`src/hw/rtl/tdpc_pkg.sv`:
```
// Shared constants and types for the trial-division prime counter.
`timescale 1ns / 1ps

package tdpc_pkg;

	// Default widths of the tested value and of the prime count.
	localparam int VALUE_BITS_DEF = 32;
	localparam int COUNT_BITS_DEF = 16;

	// Handshake from the sequencer to the remainder unit.
	typedef struct packed {
		logic start;
	} tdpc_rem_req_t;

	// Status from the remainder unit back to the sequencer.
	typedef struct packed {
		logic done;
		logic rem_zero;
	} tdpc_rem_rsp_t;

	// Verdict handed from the sequencer to the output stage.
	typedef struct packed {
		logic valid;
		logic is_prime;
		logic last;
	} tdpc_res_t;

endpackage

```
`src/hw/rtl/tdpc_rem_unit.sv`:
```
// Bit-serial restoring remainder unit: one compare and subtract per cycle.
`timescale 1ns / 1ps

module tdpc_rem_unit #(
	parameter int VALUE_BITS = tdpc_pkg::VALUE_BITS_DEF
) (
	input  logic                          clk,
	input  logic                          arst_n,
	input  tdpc_pkg::tdpc_rem_req_t       req,
	input  logic [VALUE_BITS-1:0]         dividend,
	input  logic [VALUE_BITS/2+1:0]       divisor,
	output tdpc_pkg::tdpc_rem_rsp_t       rsp
);
	import tdpc_pkg::*;

	localparam int DIV_BITS = VALUE_BITS / 2 + 2;
	localparam int CNT_BITS = $clog2(VALUE_BITS + 1);

	logic [DIV_BITS-1:0]   rem_q;
	logic [VALUE_BITS-1:0] shift_q;
	logic [CNT_BITS-1:0]   cnt_q;
	logic                  busy_q;
	logic                  done_q;
	logic [DIV_BITS:0]     trial;
	logic [DIV_BITS:0]     diff;
	logic                  fits;

	// Partial remainder shifted left with the next dividend bit, then one trial subtraction.
	assign trial = {rem_q, shift_q[VALUE_BITS-1]};
	assign diff  = trial - {1'b0, divisor};
	assign fits  = trial >= {1'b0, divisor};

	// Control: counts one step per dividend bit.
	always_ff @(posedge clk or negedge arst_n) begin
		if (!arst_n) begin
			busy_q <= 1'b0;
			done_q <= 1'b0;
			cnt_q  <= '0;
		end else begin
			done_q <= busy_q && (cnt_q == CNT_BITS'(1));
			if (req.start) begin
				busy_q <= 1'b1;
				cnt_q  <= CNT_BITS'(VALUE_BITS);
			end else if (busy_q) begin
				cnt_q <= cnt_q - CNT_BITS'(1);
				if (cnt_q == CNT_BITS'(1)) begin
					busy_q <= 1'b0;
				end
			end
		end
	end

	// Datapath: the remainder always stays below the divisor, so it fits DIV_BITS.
	always_ff @(posedge clk) begin
		if (req.start) begin
			rem_q   <= '0;
			shift_q <= dividend;
		end else if (busy_q) begin
			shift_q <= shift_q << 1;
			if (fits) begin
				rem_q <= diff[DIV_BITS-1:0];
			end else begin
				rem_q <= trial[DIV_BITS-1:0];
			end
		end
	end

	assign rsp.done     = done_q;
	assign rsp.rem_zero = (rem_q == '0);

endmodule

```
`src/hw/rtl/tdpc_seq.sv`:
```
// Sequencer that steps the trial divisor and its square and decides primality.
`timescale 1ns / 1ps

module tdpc_seq #(
	parameter int VALUE_BITS = tdpc_pkg::VALUE_BITS_DEF
) (
	input  logic                          clk,
	input  logic                          arst_n,
	input  logic                          in_valid,
	output logic                          in_ready,
	input  logic [VALUE_BITS-1:0]         value,
	input  logic                          last_of_set,
	output tdpc_pkg::tdpc_rem_req_t       rem_req,
	output logic [VALUE_BITS-1:0]         rem_dividend,
	output logic [VALUE_BITS/2+1:0]       rem_divisor,
	input  tdpc_pkg::tdpc_rem_rsp_t       rem_rsp,
	output tdpc_pkg::tdpc_res_t           res,
	input  logic                          res_ready
);
	import tdpc_pkg::*;

	localparam int DIV_BITS = VALUE_BITS / 2 + 2;
	localparam int SQ_BITS  = VALUE_BITS + 1;

	typedef enum logic [1:0] {
		ST_IDLE,
		ST_CHECK,
		ST_DIV,
		ST_DONE
	} state_t;

	state_t                state_q;
	logic [VALUE_BITS-1:0] v_q;
	logic [DIV_BITS-1:0]   d_q;
	logic [SQ_BITS-1:0]    sq_q;
	logic                  prime_q;
	logic                  last_q;
	logic                  start_q;
	logic                  sq_above;

	// The divisor square is kept one bit wider than the value, so the bound never wraps.
	assign sq_above = sq_q > {1'b0, v_q};

	// State, divisor tracking and verdict.
	always_ff @(posedge clk or negedge arst_n) begin
		if (!arst_n) begin
			state_q <= ST_IDLE;
			start_q <= 1'b0;
			prime_q <= 1'b0;
			last_q  <= 1'b0;
			v_q     <= '0;
			d_q     <= '0;
			sq_q    <= '0;
		end else begin
			start_q <= 1'b0;
			unique case (state_q)
				ST_IDLE: begin
					if (in_valid) begin
						v_q    <= value;
						last_q <= last_of_set;
						d_q    <= DIV_BITS'(3);
						sq_q   <= SQ_BITS'(9);
						priority if (value[VALUE_BITS-1] || (value[VALUE_BITS-1:1] == '0)) begin
							// Negative, zero or one.
							prime_q <= 1'b0;
							state_q <= ST_DONE;
						end else if (!value[0]) begin
							// Even values: only two is prime.
							prime_q <= (value == VALUE_BITS'(2));
							state_q <= ST_DONE;
						end else begin
							state_q <= ST_CHECK;
						end
					end
				end
				ST_CHECK: begin
					if (sq_above) begin
						prime_q <= 1'b1;
						state_q <= ST_DONE;
					end else begin
						start_q <= 1'b1;
						state_q <= ST_DIV;
					end
				end
				ST_DIV: begin
					if (rem_rsp.done) begin
						if (rem_rsp.rem_zero) begin
							prime_q <= 1'b0;
							state_q <= ST_DONE;
						end else begin
							// Next odd divisor: (d + 2)^2 = d^2 + 4d + 4.
							d_q     <= d_q + DIV_BITS'(2);
							sq_q    <= sq_q + (SQ_BITS'(d_q) << 2) + SQ_BITS'(4);
							state_q <= ST_CHECK;
						end
					end
				end
				ST_DONE: begin
					if (res_ready) begin
						state_q <= ST_IDLE;
					end
				end
				default: begin
					state_q <= ST_IDLE;
				end
			endcase
		end
	end

	assign in_ready      = (state_q == ST_IDLE);
	assign rem_req.start = start_q;
	assign rem_dividend  = v_q;
	assign rem_divisor   = d_q;
	assign res.valid     = (state_q == ST_DONE);
	assign res.is_prime  = prime_q;
	assign res.last      = last_q;

endmodule

```
`src/hw/rtl/trial_division_prime_counter.sv`:
```
// Top level of the trial-division prime counter: sequencer, remainder unit and output stage.
`timescale 1ns / 1ps

// Tests each signed value for primality by trial division and returns the verdict with the
// running count of primes in the current set, saturating at 2^COUNT_BITS - 1 and cleared after
// the transaction that carries tlast. Negative values, zero, one and all even values are settled
// directly, without trial division. Odd values are tried against the odd divisors 3, 5, 7 and
// so on while the divisor squared does not exceed the value; each divisor takes one pass through
// the bit-serial remainder unit. The input is not ready while an item is being tested; a finished
// result waits in the output register, so the next item can be taken as soon as the previous
// verdict has moved there.
module trial_division_prime_counter #(
	parameter int VALUE_BITS = tdpc_pkg::VALUE_BITS_DEF,
	parameter int COUNT_BITS = tdpc_pkg::COUNT_BITS_DEF
) (
	input  logic                                    clk,
	input  logic                                    arst_n,
	input  logic                                    s_tvalid,
	output logic                                    s_tready,
	// Fields from bit 0: value (VALUE_BITS, signed), zero fill.
	input  logic [((VALUE_BITS + 7) / 8) * 8 - 1:0] s_tdata,
	// last_of_set.
	input  logic                                    s_tlast,
	output logic                                    m_tvalid,
	input  logic                                    m_tready,
	// Fields from bit 0: is_prime (1), prime_count (COUNT_BITS), zero fill.
	output logic [((COUNT_BITS + 8) / 8) * 8 - 1:0] m_tdata,
	// set_done.
	output logic                                    m_tlast
);
	import tdpc_pkg::*;

	localparam int OUT_BITS = ((COUNT_BITS + 8) / 8) * 8;
	localparam logic [COUNT_BITS-1:0] COUNT_MAX = '1;

	tdpc_rem_req_t            rem_req;
	tdpc_rem_rsp_t            rem_rsp;
	tdpc_res_t                res;
	logic                     res_ready;
	logic [VALUE_BITS-1:0]    rem_dividend;
	logic [VALUE_BITS/2+1:0]  rem_divisor;
	logic [COUNT_BITS-1:0]    count_q;
	logic [COUNT_BITS-1:0]    count_next;
	logic [COUNT_BITS-1:0]    m_count_q;
	logic                     m_prime_q;
	logic                     m_last_q;
	logic                     m_valid_q;
	logic                     res_take;

	tdpc_seq #(
		.VALUE_BITS(VALUE_BITS)
	) u_seq (
		.clk         (clk),
		.arst_n      (arst_n),
		.in_valid    (s_tvalid),
		.in_ready    (s_tready),
		.value       (s_tdata[VALUE_BITS-1:0]),
		.last_of_set (s_tlast),
		.rem_req     (rem_req),
		.rem_dividend(rem_dividend),
		.rem_divisor (rem_divisor),
		.rem_rsp     (rem_rsp),
		.res         (res),
		.res_ready   (res_ready)
	);

	tdpc_rem_unit #(
		.VALUE_BITS(VALUE_BITS)
	) u_rem (
		.clk     (clk),
		.arst_n  (arst_n),
		.req     (rem_req),
		.dividend(rem_dividend),
		.divisor (rem_divisor),
		.rsp     (rem_rsp)
	);

	// The output register takes a verdict when it is empty or being emptied.
	assign res_ready  = !m_valid_q || m_tready;
	assign res_take   = res.valid && res_ready;
	assign count_next = (res.is_prime && (count_q != COUNT_MAX)) ?
		count_q + COUNT_BITS'(1) : count_q;

	// Running count and output valid.
	always_ff @(posedge clk or negedge arst_n) begin
		if (!arst_n) begin
			count_q   <= '0;
			m_valid_q <= 1'b0;
		end else begin
			if (res_take) begin
				count_q   <= res.last ? '0 : count_next;
				m_valid_q <= 1'b1;
			end else if (m_tready) begin
				m_valid_q <= 1'b0;
			end
		end
	end

	// Output payload.
	always_ff @(posedge clk) begin
		if (res_take) begin
			m_count_q <= count_next;
			m_prime_q <= res.is_prime;
			m_last_q  <= res.last;
		end
	end

	assign m_tvalid = m_valid_q;
	assign m_tdata  = OUT_BITS'({m_count_q, m_prime_q});
	assign m_tlast  = m_last_q;

endmodule

```
`config.mk`:
```
export PLATFORM = sky130hd
export DESIGN_NAME = trial_division_prime_counter
export DESIGN_NICKNAME = d
export VERILOG_FILES = /design/src/hw/rtl/tdpc_pkg.sv /design/src/hw/rtl/tdpc_rem_unit.sv /design/src/hw/rtl/tdpc_seq.sv /design/src/hw/rtl/trial_division_prime_counter.sv
export SDC_FILE = /design/constraint.sdc
export NUM_CORES = 1
export LEC_CHECK = 0
export BUFFER_PORTS_ARGS = -buffer_cell sky130_fd_sc_hd__buf_2
export CAP_MARGIN = 30
export CORE_ASPECT_RATIO = 1.25
export CORE_MARGIN = 2
export CORE_UTILIZATION = 40
export CTS_CLUSTER_DIAMETER = 120
export DETAILED_ROUTE_END_ITERATION = 6
export GPL_ROUTABILITY_DRIVEN = 0
export PLACE_DENSITY_LB_ADDON = 0.08
export SYNTH_ARGS = -nofsm -noshare
export SYNTH_HDL_FRONTEND = slang
export SYNTH_SLANG_ARGS = --single-unit
```
`constraint.sdc`:
```
create_clock -name clk -period 3 [get_ports clk]
set_input_delay 0.6 -clock clk [delete_from_list [all_inputs] [get_ports clk]]
set_output_delay 0.6 -clock clk [all_outputs]
set_load 0.02 [all_outputs]
```
; ---- Word level (Yosys, flattened, before mapping)
; Cells that the tools add are included.
[totals]
regBits = 181
latchBits = 0
mem_bits_rw = 0
rom_bits = 0
in_bits = 37
out_inout_bits = 27
elab_cells = 92
n_memories = 0
[op_classes]
add_sub_neg = 6
n_mul = 0
div = 0
magnitude_cmp = 2
n_eq_ne = 13
n_shift = 0
n_mux = 37
bitwise_logic = 0
n_reduce_logical = 17
[ops]
columns = op, n
row1 = 33-bit two-way mux, 3
row2 = 18-bit two-way mux, 4
row3 = 33-bit one-hot mux with 2 select lines, 1
row4 = 32-bit two-way mux, 2
row5 = 18-bit one-hot mux with 2 select lines, 1
row6 = 33-bit by 20-bit adder with 33-bit output, 1
row7 = "33-bit by 3-bit adder with 33-bit output, second input constant", 1
row8 = 33-bit by 32-bit > comparator with 1-bit output, 1
row9 = "32-bit by 2-bit == test with 1-bit output, second input constant", 1
row10 = 16-bit two-way mux, 2
row11 = 31-bit logical NOT, 1
row12 = 19-bit by 18-bit greater-or-equal comparator with 1-bit output, 1
row13 = "18-bit by 2-bit adder with 18-bit output, second input constant", 1
row14 = 18-bit logical NOT, 1
row15 = 18-bit subtractor, 1
row16 = "16-bit by 1-bit adder with 16-bit output, second input constant", 1
row17 = "16-bit != test, second input constant", 1
row18 = 1-bit two-way mux, 14
row19 = 2-bit two-way mux, 6
row20 = 6-bit two-way mux, 2
row21 = 2-bit one-hot mux with 4 select lines, 1
row22 = "6-bit by 1-bit == test with 1-bit output, second input constant", 1
row23 = "2-bit by 1-bit != test with 1-bit output, second input constant", 3
row24 = "2-bit != test, second input constant", 3
row25 = other kinds (15), 21

; ---- Longest topological paths before layout
[depth]
ltp_word = 5
mapped_depth = 13
mapped_depth_nobuf = 13

; ---- By module
; A second synthesis with hierarchy kept.
[hier_totals]
cells_unflattened = 1106
hier_area_um2 = 11275.8
[modules_own_cells]
columns = module, instances, cells_each, area_each_um2, seq_area_each_um2
row1 = tdpc_seq, 1, 579, 5709.2, 2177.1
row2 = tdpc_rem_unit, 1, 352, 3652.3, 1521.5
row3 = trial_division_prime_counter, 1, 175, 1914.3, 965.9

; ---- Worst setup path before layout
; No wires, ideal clock.
[synth_timing]
path_type = register -> register
from = register u_seq.d_q[1], in the netlist u_seq.rem_divisor[1]
to = register u_seq.sq_q[27]
setup_ns = 0.127
arrival_ns = 3.019
t_required_ns = 2.873
path_slack_ns = -0.146
path_stages_with_launch = 12
path_buffers = 0
synth_period_minus_slack_ns = 3.146
cell_sequence = dfrtp_1 > ha_1 > ha_1 > fa_1 > a21oi_1 > o21bai_1 > a2111o_1 > nor3b_1 > o21ai_1 > o221ai_2 > nand4_1 > mux2_1
[synth_between]
elab_chain_len = 5
[synth_rtl]
columns = element, line_no
row1 = from (decl), tdpc_seq.sv:34  ; logic [DIV_BITS-1:0] d_q;
row2 = from (signal assigned), tdpc_seq.sv:92  ; d_q <= d_q + DIV_BITS'(2);
row3 = 33-bit by 20-bit adder with 33-bit output, tdpc_seq.sv:93  ; sq_q <= sq_q + (SQ_BITS'(d_q) << 2) + SQ_BITS'(4);
row4 = 33-bit by 3-bit adder with 33-bit output, tdpc_seq.sv:93
row5 = 33-bit two-way mux, tdpc_seq.sv:87  ; if (rem_rsp.rem_zero) begin
row6 = 33-bit two-way mux, tdpc_seq.sv:86  ; if (rem_rsp.done) begin
row7 = 33-bit one-hot mux with 2 select lines, tdpc_seq.sv:56  ; unique case (state_q)
row8 = to (signal assigned), tdpc_seq.sv:93
row9 = to (decl), tdpc_seq.sv:35  ; logic [SQ_BITS-1:0] sq_q;
; Every way passes these cells. The select of a mux whose other input is x is not followed.
; A chain may end at the register's enable or synchronous reset.

; ---- Worst setup path in the final report
[layout_timing]
from = register u_seq.d_q[1], in the netlist u_seq.rem_divisor[1]
to = register u_seq.sq_q[13]
; Same word-level chain as after synthesis.

==> results.toml <==
[layout]
fin_cells = 1525
fin_nets = 1299
syn_to_final_growth_pct = 15.9
diodes = 0
drive_above_1_share = 0.204

[timing]
whs_ps = 127
fin_skew_ps = 17.2
min_period_ps = 2870
grt_setup_unrepaired = "yes"
tightest_slew_ps = 664
finalSetupViolations = 0
relSlewSlack = 0.557
finalCritPeriodShare = 0.956
hold_violations = 0
drv_slew = 0
fmax_ghz = 0.349

[grt]
track_usage = 0.190
antenna_found_initial = 0
grt_max_degree = 44
overflow = 0
grt_pass1_vias = 8056
grt_pass1_wl_um = 42000

[drt]
drt_first_pass_iters = 4
detail_route.wirelength_um = 25500
vias = 8008
route.detailed.drc = 0
drtIter0Drc = 236
route.antenna.remaining_nets = 0
wl_per_cell_um = 16.7
viasPerCell = 5.25

[clock_network]
cts_sinks = 180
cts.clk_slew.worst_paths_ps = 70
cts_made_buffers = 17
cts_hold_buf = 0
cts_max_level = 4
insertion_delay_ps = 440
cts_tree = "yes"
clockRootBuffer = "clkbuf_16"
clk_path_buf_depth = 2

[power]
power.density_nw_per_um2 = 945
internal_power_w = 0.00730
power_frac_seq = 0.343
vdd_ir_drop_max_mv = 0.593
power.switching_w = 0.00447
p_leak_nw = 5.86
pwr-share-clk = 0.196
combPwrFrac = 0.461
swShare = 0.380

[setup_path]
reg2reg_slack_ps = 130
required_ps = 3320
setup.worst_path.end = "u_seq.sq_q[13]"
worst-r2r-cell-count = 12
critPathKind = "reg2reg"
crit_arrival_ps = 3190
cp-end-kind = "flop"
startpoint_type = "flop"
reg2reg_to = "u_seq.sq_q[13]"
r2r-start = "u_seq.rem_divisor[1]"
crit_fanout = 2
startpoint = "u_seq.rem_divisor[1]"

[yosys]
seq_area_frac_synth = 0.434
ys_ff_latch = 180
synthFlopType = "dfrtp_1"
netlist_area_sq_um = 10800
postSynth.asyncResetShare = 0.622
postSynthCellCount = 1068
avgSynthCellArea_sq_um = 10.1
synth_cell_types = 68
yosysWarnings = 0
synth-edff-count = 50

[place]
port_buffers = 56
dp_cells = 1490
dp_hpwl_um = 19400

[die]
io_pins = 64
design.die.area_sq_um = 28200
fp-row-count = 67
core-area_sq_um = 26700
start_util = 0.404
die_h_um = 187
fp.dieW_um = 151

[min_path]
min_path_type = "in2async"

[run]
maxCapViolations = 0

[outcome]
status = "complete, no violations"
how the worst min path moves through the flow:
| stage | from | end | slack [ps] | depth (start not counted) |
|---|---|---|---|---|
| floorplan | arst_n | count_q[0] | 300 | 0 |
| global placement | u_seq.sq_q[0] | u_seq.sq_q[0] | 450 | 2 |
| detailed placement | u_seq.sq_q[0] | u_seq.sq_q[0] | 450 | 2 |
| CTS | arst_n | u_seq.rem_dividend[13] | 140 | 1 |
| global route | arst_n | u_seq.rem_dividend[13] | 150 | 1 |
| finish | arst_n | u_seq.rem_dividend[13] | 130 | 1 |
critical path, stage by stage (launching register included):
cell and delay [ps]:
dfrtp_2 430, ha_4 250, ha_4 160, fa_2 350, a21oi_2 130, o21bai_1 110, a2111o_1 390, buf_4 140
a31o_2 250, a21o_1 200, a21oi_2 140, xor2_1 150, o21ai_1 70
power by group through the flow:
stage | sequential (W) | combinational, W | clock [W]
floorplan | 0.00391 | 0.00403 | 0
global placement | 0.00406 | 0.00535 | 0
detailed placement | 0.00409 | 0.00539 | 0
CTS | 0.00404 | 0.00542 | 0.00239
global route | 0.00415 | 0.00611 | 0.00247
finish | 0.00403 | 0.00543 | 0.00231
metal layers:
layer / up-vias / routed length (um) / GRT usage
met2: 89 / 12800 / 0.326
met3: 23 / 585 / 0.0324
li1: 4030 / - / -
met5: - / 0 / 0
met1: 3866 / 11600 / 0.245
met4: 0 / 444 / 0.0536
layout make-up:
class	count	area [sq um]
fillers	2564	14200
inverters	84	315
well taps	345	432
multi-input cells	769	5700
clock inverters	12	141
repair buffers	115	754
flip-flops and latches	180	4670
clock buffers	20	457
flip-flops by register name (all words and copies together) (netlist names):
signal and cells:
u_rem.done_q 1, u_rem.busy_q 1, m_tvalid 1, u_seq.rem_dividend 32
u_rem.shift_q 32, u_seq.last_q 1, m_tlast 1, u_rem.cnt_q 6
u_seq.prime_q 1, m_prime_q 1, u_seq.rem_divisor 18, m_count_q 16
u_seq.state_q 2, u_rem.rem_q 18, u_seq.rem_req 1, u_seq.sq_q 32
count_q 16
cells in the mapped netlist (all sizes together) (17+ instances only):
cell type	instances	area, sq um
a21o	30	225
edfxtp	50	1500
nand2	68	255
xnor2	36	315
a211oi	17	128
mux2	67	754
dfxtp	18	360
clkbuf	27	101
inv	84	315
xor2	28	245
nor2	79	297
nand3	51	273
a21oi	49	245
ha	93	1160
o21ai	59	295
dfrtp	112	2800
through the flow:
step | util | worst slack [ps] | power, W | cell area, sq um | TNS (ps)
floorplan | - | 26.8 | 0.00794 | 10800 | 0
global placement | 0.441 | 43.7 | 0.00942 | 11700 | 0
detailed placement | 0.441 | 10.3 | 0.00948 | 11700 | 0
CTS | 0.464 | 2.27 | 0.0118 | 12400 | 0
global route | 0.468 | -19.6 | 0.0127 | 12500 | -32.3
finish | 0.468 | 133 | 0.0118 | 12500 | 0
what timing repair did:
| action | 4_1_cts | 5_1_grt |
|---|---|---|
| pin swaps | 0 | 2 |
| endpoints found under the setup margin | 6 | 25 |
| gates resized for setup | 0 | 21 |
| setup buffers | 2 | 1 |
cell usage in the layout, fill, tap and decap left out, types with 28 or more instances in the layout:
master,instances
edfxtp_1,50
nand2_1,68
a21o_1,30
mux2_2,65
inv_1,83
xnor2_1,36
o21ai_0,52
a21oi_1,46
ha_1,90
nand3_1,49
buf_2,55
buf_4,57
nor2_1,78
xor2_1,28
dfrtp_1,109
logic make-up after synthesis:
kind of cell / Yosys count / share of synthesized area
and+or+nand+nor: 301 / 0.137
AOI/OAI and AO/OA: 221 / 0.132
DFF: 180 / 0.434
buffers and inverters: 125 / 0.0491
adders and majority gates: 95 / 0.112
muxes: 81 / 0.0831
xor gates and xnor gates: 64 / 0.0521
other: 1 / 0.000349
No activity file was read; power rests on OpenSTA's default activity.
